--- config.mk ---
export PLATFORM = sky130hd
export DESIGN_NAME = data_stack_dup_swap_rot_top
export DESIGN_NICKNAME = d
export VERILOG_FILES = /design/src/rtl/core/dsds_pkg.sv /design/src/rtl/core/dsds_mem.sv /design/src/rtl/core/dsds_ctrl.sv /design/src/rtl/core/dsds_out.sv /design/src/rtl/core/data_stack_dup_swap_rot_top.sv
export SDC_FILE = /design/constraint.sdc
export NUM_CORES = 2
export LEC_CHECK = 0
export BUFFER_PORTS_ARGS = -buffer_cell sky130_fd_sc_hd__buf_2
export CAP_MARGIN = 5
export CELL_PAD_IN_SITES_DETAIL_PLACEMENT = 1
export CELL_PAD_IN_SITES_GLOBAL_PLACEMENT = 1
export CORE_UTILIZATION = 50
export DETAILED_ROUTE_END_ITERATION = 12
export PLACE_DENSITY_LB_ADDON = 0.15
export SLEW_MARGIN = 20
export SYNTH_ARGS = -nofsm -noshare
export SYNTH_HDL_FRONTEND = slang
export SYNTH_SLANG_ARGS = --single-unit
--- constraint.sdc ---
create_clock -name clk -period 5.4 [get_ports clk]
set_input_delay 0 -clock clk [delete_from_list [all_inputs] [get_ports clk]]
set_output_delay 0 -clock clk [all_outputs]
set_load 0.02 [all_outputs]
--- src/rtl/core/dsds_pkg.sv ---
// Package for the data stack: operation and status codes, sequencer states and the result word.
`default_nettype none

package dsds_pkg;

  typedef enum logic [2:0] {
    OP_PUSH = 3'd0,
    OP_POP  = 3'd1,
    OP_DUP  = 3'd2,
    OP_SWAP = 3'd3,
    OP_ROT  = 3'd4,
    OP_PEEK = 3'd5
  } op_t;

  typedef enum logic [1:0] {
    ST_OK     = 2'd0,
    ST_UNDER  = 2'd1,
    ST_OVER   = 2'd2,
    ST_BADOFS = 2'd3
  } status_t;

  typedef enum logic [3:0] {
    S_IDLE,
    S_CHECK,
    S_CAP1,
    S_RD2,
    S_RD3,
    S_SW_W1,
    S_SW_W2,
    S_RT_W1,
    S_RT_W2,
    S_RT_W3,
    S_RESULT
  } seq_state_t;

  typedef struct packed {
    logic [31:0] read_value;
    logic [6:0]  depth_after;
    status_t     status;
  } result_t;

endpackage

`default_nettype wire

--- src/rtl/core/dsds_mem.sv ---
// Stack entry storage: one write port and one registered read port.
`default_nettype none

module dsds_mem
  import dsds_pkg::*;
#(
  parameter int STACK_DEPTH = 64,
  parameter int WORD_WIDTH  = 32,
  localparam int AW = $clog2(STACK_DEPTH)
) (
  input  wire logic                  clk,
  input  wire logic                  we,
  input  wire logic [AW-1:0]         waddr,
  input  wire logic [WORD_WIDTH-1:0] wdata,
  input  wire logic                  re,
  input  wire logic [AW-1:0]         raddr,
  output logic      [WORD_WIDTH-1:0] rdata
);

  logic [WORD_WIDTH-1:0] mem [STACK_DEPTH];
  logic [WORD_WIDTH-1:0] rdata_r;

  always_ff @(posedge clk) begin
    if (we) begin
      mem[waddr] <= wdata;
    end
  end

  always_ff @(posedge clk) begin
    if (re) begin
      rdata_r <= mem[raddr];
    end
  end

  assign rdata = rdata_r;

endmodule

`default_nettype wire

--- src/rtl/core/dsds_ctrl.sv ---
// Stack sequencer: checks each operation, reads the entries it needs and writes them back.
`default_nettype none

module dsds_ctrl
  import dsds_pkg::*;
#(
  parameter int STACK_DEPTH = 64,
  parameter int WORD_WIDTH  = 32,
  localparam int AW = $clog2(STACK_DEPTH),
  localparam int CW = $clog2(STACK_DEPTH + 1)
) (
  input  wire logic                  clk,
  input  wire logic                  rst_n,
  input  wire logic                  in_valid,
  input  wire logic [2:0]            in_op,
  input  wire logic [31:0]           in_push_value,
  input  wire logic [5:0]            in_peek_offset,
  output logic                       in_stall,
  output logic                       mem_we,
  output logic      [AW-1:0]         mem_waddr,
  output logic      [WORD_WIDTH-1:0] mem_wdata,
  output logic                       mem_re,
  output logic      [AW-1:0]         mem_raddr,
  input  wire logic [WORD_WIDTH-1:0] mem_rdata,
  output logic                       res_valid,
  output result_t                    res,
  input  wire logic                  res_ready
);

  localparam int CMPW = (CW > 6) ? CW : 6;

  seq_state_t            state_r, state_nxt;
  op_t                   op_r;
  logic [WORD_WIDTH-1:0] val_r;
  logic [5:0]            ofs_r;
  logic [CW-1:0]         count_r, count_nxt;
  logic [WORD_WIDTH-1:0] t0_r, t0_nxt;
  logic [WORD_WIDTH-1:0] t1_r, t1_nxt;
  logic [31:0]           rd_r, rd_nxt;
  status_t               st_r, st_nxt;
  status_t               chk_st;
  logic                  accept;
  logic                  empty, full;
  logic [AW-1:0]         push_addr, top_addr, sec_addr, thr_addr, peek_addr;

  assign accept    = in_valid && !in_stall;
  assign empty     = (count_r == '0);
  assign full      = (count_r == CW'(STACK_DEPTH));
  assign push_addr = AW'(count_r);
  assign top_addr  = AW'(count_r - CW'(1));
  assign sec_addr  = AW'(count_r - CW'(2));
  assign thr_addr  = AW'(count_r - CW'(3));
  assign peek_addr = AW'(count_r - CW'(1) - CW'(ofs_r));

  // Status of the held operation against the current depth.
  always_comb begin
    chk_st = ST_OK;
    case (op_r)
      OP_PUSH: if (full) chk_st = ST_OVER;
      OP_POP:  if (empty) chk_st = ST_UNDER;
      OP_DUP: begin
        if (empty) begin
          chk_st = ST_UNDER;
        end else if (full) begin
          chk_st = ST_OVER;
        end
      end
      OP_SWAP: if (count_r < CW'(2)) chk_st = ST_UNDER;
      OP_ROT:  if (count_r < CW'(3)) chk_st = ST_UNDER;
      OP_PEEK: if (CMPW'(ofs_r) >= CMPW'(count_r)) chk_st = ST_BADOFS;
      default: chk_st = ST_OK;
    endcase
  end

  // Next state.
  always_comb begin
    state_nxt = state_r;
    case (state_r)
      S_IDLE: if (accept) state_nxt = S_CHECK;
      S_CHECK: begin
        if (chk_st != ST_OK) begin
          state_nxt = S_RESULT;
        end else begin
          case (op_r)
            OP_POP, OP_DUP, OP_PEEK: state_nxt = S_CAP1;
            OP_SWAP, OP_ROT:         state_nxt = S_RD2;
            default:                 state_nxt = S_RESULT;
          endcase
        end
      end
      S_CAP1:  state_nxt = S_RESULT;
      S_RD2:   state_nxt = (op_r == OP_SWAP) ? S_SW_W1 : S_RD3;
      S_SW_W1: state_nxt = S_SW_W2;
      S_SW_W2: state_nxt = S_RESULT;
      S_RD3:   state_nxt = S_RT_W1;
      S_RT_W1: state_nxt = S_RT_W2;
      S_RT_W2: state_nxt = S_RT_W3;
      S_RT_W3: state_nxt = S_RESULT;
      S_RESULT: if (res_ready) state_nxt = S_IDLE;
      default: state_nxt = S_IDLE;
    endcase
  end

  // Memory requests and datapath updates.
  always_comb begin
    count_nxt = count_r;
    t0_nxt    = t0_r;
    t1_nxt    = t1_r;
    rd_nxt    = rd_r;
    st_nxt    = st_r;
    mem_we    = 1'b0;
    mem_waddr = push_addr;
    mem_wdata = val_r;
    mem_re    = 1'b0;
    mem_raddr = top_addr;
    in_stall  = (state_r != S_IDLE);
    res_valid = 1'b0;
    case (state_r)
      S_CHECK: begin
        rd_nxt = '0;
        st_nxt = chk_st;
        if (chk_st == ST_OK) begin
          case (op_r)
            OP_PUSH: begin
              mem_we    = 1'b1;
              count_nxt = count_r + CW'(1);
            end
            OP_POP, OP_DUP, OP_SWAP, OP_ROT: mem_re = 1'b1;
            OP_PEEK: begin
              mem_re    = 1'b1;
              mem_raddr = peek_addr;
            end
            default: mem_re = 1'b0;
          endcase
        end
      end
      S_CAP1: begin
        case (op_r)
          OP_POP: begin
            rd_nxt    = 32'(mem_rdata);
            count_nxt = count_r - CW'(1);
          end
          OP_DUP: begin
            mem_we    = 1'b1;
            mem_wdata = mem_rdata;
            count_nxt = count_r + CW'(1);
          end
          default: rd_nxt = 32'(mem_rdata);
        endcase
      end
      S_RD2: begin
        t0_nxt    = mem_rdata;
        mem_re    = 1'b1;
        mem_raddr = sec_addr;
      end
      S_SW_W1, S_RT_W1: begin
        mem_we    = 1'b1;
        mem_waddr = top_addr;
        mem_wdata = mem_rdata;
      end
      S_SW_W2, S_RT_W2: begin
        mem_we    = 1'b1;
        mem_waddr = sec_addr;
        mem_wdata = t0_r;
      end
      S_RD3: begin
        t1_nxt    = mem_rdata;
        mem_re    = 1'b1;
        mem_raddr = thr_addr;
      end
      S_RT_W3: begin
        mem_we    = 1'b1;
        mem_waddr = thr_addr;
        mem_wdata = t1_r;
      end
      S_RESULT: res_valid = 1'b1;
      default: res_valid = 1'b0;
    endcase
  end

  assign res.read_value  = rd_r;
  assign res.depth_after = 7'(count_r);
  assign res.status      = st_r;

  always_ff @(posedge clk) begin
    if (!rst_n) begin
      state_r <= S_IDLE;
      count_r <= '0;
    end else begin
      state_r <= state_nxt;
      count_r <= count_nxt;
    end
  end

  always_ff @(posedge clk) begin
    if (accept) begin
      op_r  <= op_t'(in_op);
      val_r <= WORD_WIDTH'(in_push_value);
      ofs_r <= in_peek_offset;
    end
    t0_r <= t0_nxt;
    t1_r <= t1_nxt;
    rd_r <= rd_nxt;
    st_r <= st_nxt;
  end

endmodule

`default_nettype wire

--- src/rtl/core/dsds_out.sv ---
// Output register for result words, parting the sequencer from the consumer's stall.
`default_nettype none

module dsds_out
  import dsds_pkg::*;
(
  input  wire logic    clk,
  input  wire logic    rst_n,
  input  wire logic    res_valid,
  input  wire result_t res,
  output logic         res_ready,
  output logic         out_valid,
  output logic [31:0]  out_read_value,
  output logic [6:0]   out_depth_after,
  output logic [1:0]   out_status,
  input  wire logic    out_stall
);

  logic    valid_r, valid_nxt;
  result_t data_r;

  assign res_ready = !valid_r || !out_stall;

  always_comb begin
    valid_nxt = valid_r;
    if (res_ready) begin
      valid_nxt = res_valid;
    end
  end

  always_ff @(posedge clk) begin
    if (!rst_n) begin
      valid_r <= 1'b0;
    end else begin
      valid_r <= valid_nxt;
    end
  end

  always_ff @(posedge clk) begin
    if (res_ready && res_valid) begin
      data_r <= res;
    end
  end

  assign out_valid       = valid_r;
  assign out_read_value  = data_r.read_value;
  assign out_depth_after = data_r.depth_after;
  assign out_status      = data_r.status;

endmodule

`default_nettype wire

--- src/rtl/core/data_stack_dup_swap_rot_top.sv ---
// Top level of the data stack with push, pop, dup, swap, rotate and peek operations.
// The stack entries live in a single synchronous memory with one write port and one
// registered read port; a sequencer takes one operation at a time, checks it against
// the current depth, reads the entries it needs and writes them back. Every accepted
// word gives exactly one result word carrying the word popped or peeked (zero otherwise),
// the depth after the operation and a status code: ok, underflow, overflow or a peek
// offset beyond the depth. A failing operation leaves the stack untouched. An operation
// occupies the sequencer from acceptance until its result is taken by the output register;
// push, failing operations and unused codes need the fewest states, then pop, dup and
// peek, then swap, and rotate the most; the order is set by the memory's single read and
// single write port, through which each entry touched is read and then written back in
// turn. A finished result is parked in the output register, so the next word can be
// accepted while the consumer stalls. The depth output is seven bits wide and exact for
// STACK_DEPTH up to 127. No clearing pass is needed after reset: entries at or above
// the depth are never read.
`default_nettype none

module data_stack_dup_swap_rot_top
  import dsds_pkg::*;
#(
  parameter int STACK_DEPTH = 64,
  parameter int WORD_WIDTH  = 32
) (
  input  wire logic        clk,
  input  wire logic        rst_n,
  input  wire logic        in_valid,
  input  wire logic [2:0]  in_op,
  input  wire logic [31:0] in_push_value,
  input  wire logic [5:0]  in_peek_offset,
  output logic             in_stall,
  output logic             out_valid,
  output logic [31:0]      out_read_value,
  output logic [6:0]       out_depth_after,
  output logic [1:0]       out_status,
  input  wire logic        out_stall
);

  localparam int AW = $clog2(STACK_DEPTH);

  logic                  mem_we;
  logic [AW-1:0]         mem_waddr;
  logic [WORD_WIDTH-1:0] mem_wdata;
  logic                  mem_re;
  logic [AW-1:0]         mem_raddr;
  logic [WORD_WIDTH-1:0] mem_rdata;
  logic                  res_valid;
  logic                  res_ready;
  result_t               res;

  // Entry storage: entry 0 is the bottom of the stack.
  dsds_mem #(
    .STACK_DEPTH (STACK_DEPTH),
    .WORD_WIDTH  (WORD_WIDTH)
  ) u_mem (
    .clk   (clk),
    .we    (mem_we),
    .waddr (mem_waddr),
    .wdata (mem_wdata),
    .re    (mem_re),
    .raddr (mem_raddr),
    .rdata (mem_rdata)
  );

  // Sequencer holding the depth and walking each operation through the memory.
  dsds_ctrl #(
    .STACK_DEPTH (STACK_DEPTH),
    .WORD_WIDTH  (WORD_WIDTH)
  ) u_ctrl (
    .clk            (clk),
    .rst_n          (rst_n),
    .in_valid       (in_valid),
    .in_op          (in_op),
    .in_push_value  (in_push_value),
    .in_peek_offset (in_peek_offset),
    .in_stall       (in_stall),
    .mem_we         (mem_we),
    .mem_waddr      (mem_waddr),
    .mem_wdata      (mem_wdata),
    .mem_re         (mem_re),
    .mem_raddr      (mem_raddr),
    .mem_rdata      (mem_rdata),
    .res_valid      (res_valid),
    .res            (res),
    .res_ready      (res_ready)
  );

  // Result register facing the consumer.
  dsds_out u_out (
    .clk             (clk),
    .rst_n           (rst_n),
    .res_valid       (res_valid),
    .res             (res),
    .res_ready       (res_ready),
    .out_valid       (out_valid),
    .out_read_value  (out_read_value),
    .out_depth_after (out_depth_after),
    .out_status      (out_status),
    .out_stall       (out_stall)
  );

endmodule

`default_nettype wire

==> impl_metrics.ini <==
[routing]
drc = 0
drt-wirelength-per-cell_um = 35.45
avgViaCountPerCell = 6.690
first_pass_iters = 6
wirelength_um = 309800
dr_total_vias = 58472
drtIter0Drc = 7284
drt.antenna.violating_nets = 0

[grt]
grt_max_degree = 99
grt_overflow = 0
antenna_found_initial = 14
grt_use_total = 0.3378
grt_pass1_wl_um = 436400
grt_pass1_vias = 59367

[power_and_ir_drop]
p_seq_frac = 0.342
power.density_mw_per_mm2 = 676.0
power_frac_comb = 0.440
clkPwrFrac = 0.219
power_leakage_uw = 0.03553
max-vdd-ir-drop_v = 0.0006849
power_switching_uw = 29920
p_int_uw = 40690
p_sw_frac = 0.4238
power.total_uw = 70610

[floorplanning]
dieArea_mm2 = 0.1822
ioPinCount = 88
die_w_um = 426.8
fp.dieH_um = 426.8
design.core.area_mm2 = 0.1788
initial_core_util = 0.5047
rows = 155

[job]
drv_cap = 0

[worst_setup_path]
rr_worst_depth = 14
crit_fanout = 30
crit_path_end_kind = register
path_class = reg -> reg
start_kind = register
worstPathArrival_ns = 5.90
cp.required_ns = 6.04

[cts]
htreeDepth = 4
cts_root_buffer = clkbuf_16
cts_tree = yes
clkTransAtPathRegs_ns = 0.06
insertion_delay_ns = 0.90
cts_buffer_depth = 3
cts.sinks = 2272
cts_buffers = 226

[synth]
async_reset_ff_frac = 0
synth_area_leaders = edfxtp_1 (75%), a211oi_1 (3.7%), mux2i_1 (3.6%), and3_1 (3.2%), nand2_1 (2.5%)
ys_types = 95
synth_cells = 5819
synth_edf_count = 2260
syn-cell-area_mm2 = 0.09024
yosys.area.top_type_share = 0.7521
ys_seq_area_frac = 0.7547
ys_ff_latch = 2272
synth_top_area_cell = edfxtp_1
syn_nets = 5883
synth_flop_cell = edfxtp_1
yosys_warnings = 0
syn_area_per_cell_um2 = 15.51

[sta]
max_slew_margin = 0.2462
finalHoldViolCount = 0
fmax_mhz = 190.1
rsz0062_at_grt = false
fin_crit_ns = 5.261
slew_viol_final = 0
fin_crit_sh = 0.9743
clock-skew-final_ns = 0.04799
worst_pin_slew_ns = 1.131
finalSetupViolations = 0

[placed_design]
gp_congestion = 0.9010
io_buffers = 87
hpwl_um = 187400
placed_cells = 8221

[hold_path]
worstHoldPathType = in -> reg
holdPathStages = 5

[cells_and_area]
final_net_count = 6254
drive_gt1_frac = 0.1644
n_fill_cell = 16329
fin_cells = 8740
final_common_cell = edfxtp_1
final_cell_mix = edfxtp_1 (2260), nand2_1 (572), and3_1 (455)
synthToLayoutAreaGrowth_pct = 15.76

[outcome]
status = finished clean
## cells in the mapped netlist, types with 9 or more instances
cell	instances
buf_2	157
nand4_1	26
mux2_2	20
a21oi_1	125
nand2b_1	9
a31o_2	50
buf_1	15
o21ai_0	83
nor4b_1	11
nand2_1	609
buf_6	13
nor3_1	9
a222oi_1	32
a32o_1	9
a31oi_1	46
ha_1	18
clkbuf_1	223
a211o_1	24
nor2_1	105
o22ai_1	97
o211ai_1	27
dfxtp_1	12
nor4_1	145
nand3_1	172
a2111oi_0	34
o311a_1	22
edfxtp_1	2260
and3_1	457
or4_1	9
mux2i_1	322
a311o_1	10
o221ai_1	12
xnor2_1	11
inv_1	22
and2_1	36
buf_4	27
a211oi_1	444
## cell type report
cell class	instances	area, um2	area share
Antenna cell	5	12.51	0.0001198
Clock buffer	286	5941	0.05687
Clock inverter	132	1235	0.01182
Inverter	24	90.09	0.0008624
Multi-Input combinational cell	3085	20950	0.2006
Sequential cell	2272	68110	0.6520
Tap cell	2355	2947	0.02821
Timing Repair Buffer	581	5171	0.04951
## sequential cells by signal, summed over array words and instances, names as in the netlist
register	flops
u_ctrl.state_r	4
u_ctrl.rd_r	32
u_ctrl.st_r	2
u_out.out_depth_after	7
u_ctrl.ofs_r	6
u_out.out_valid	1
u_ctrl.t1_r	32
u_mem.rdata	32
u_out.out_status	2
u_ctrl.count_r	7
u_out.out_read_value	32
u_ctrl.op_r	3
u_mem.mem	2048
u_ctrl.val_r	32
u_ctrl.t0_r	32
## metrics by stage
stage	setup slack (ns)	hold WS, ns	util	instance area, um2	TNS, ns
finish	0.1387	0.1913	0.5842	104500	0
global route	0.01412	0.2858	0.5841	104400	0
CTS	0.04124	0.03601	0.5831	104300	0
detailed placement	-0.06444	0.1789	0.5379	96190	-0.06444
global placement	-0.4454	0.1779	0.5377	96140	-0.5021
floorplan	0.9261	0.09887	-	90240	0
## power by group through the flow
stage               clock network (uW)  registers, uW  logic (uW)
floorplan                            0          24100       14900
global placement                     0          24400       29400
detailed placement                   0          24500       30000
CTS                              15600          24100       30400
global route                     16200          24200       31900
finish                           15400          24100       31100
## routing by layer
| metal | global-route usage | vias up | wire length, um |
|---|---|---|---|
| met3 | 0.06350 | 615 | 28330 |
| met1 | 0.4555 | 30654 | 121800 |
| met5 | 0 | - | 64 |
| met4 | 0.1457 | 8 | 14320 |
| li1 | - | 23913 | - |
| met2 | 0.5376 | 3282 | 145300 |
## timing repair
action                                 in CTS  in global routing
endpoints found under the hold margin      94                 41
setup buffers                               0                  7
hold buffers                               88                  1
gates cloned                                0                  0
setup endpoints to repair                   2                 63
pin swaps                                   0                  1
gates resized for setup                     3                 13
## logic make-up after synthesis
family                     after synthesis  synth area share
adders and majority gates               19          0.002718
and+or+nand+nor                       1628           0.09181
DFF                                   2272            0.7547
muxes                                  348           0.03900
xor gates and xnor gates                14          0.001359
AOI/OAI and AO/OA                     1076           0.08673
buffers and inverters                  462           0.02364
## worst max-delay path, stage by stage, from the launching register on
cell	delay (ns)
dfxtp_1	0.60
inv_1	0.20
ha_1	0.37
nor2_1	0.06
nor3_1	0.36
a211o_1	0.28
a221o_4	0.48
buf_4	0.56
buf_4	0.40
mux2i_1	0.27
mux2i_1	0.11
mux2_2	0.30
o22ai_1	0.66
nor4_1	0.14
buf_4	0.18
## path summary, 6_finish.rpt
kind | from | to | slack [ns]
setup / recovery | u_ctrl.count_r[5] | u_mem.rdata[24] | 0.14
hold / removal | out_stall | u_ctrl.state_r[1] | 0.19
setup reg to reg | u_ctrl.count_r[5] | u_mem.rdata[24] | 0.14
hold reg to reg | u_ctrl.rd_r[10] | u_out.out_read_value[10] | 0.42
No activity file was read; power rests on OpenSTA's default activity.
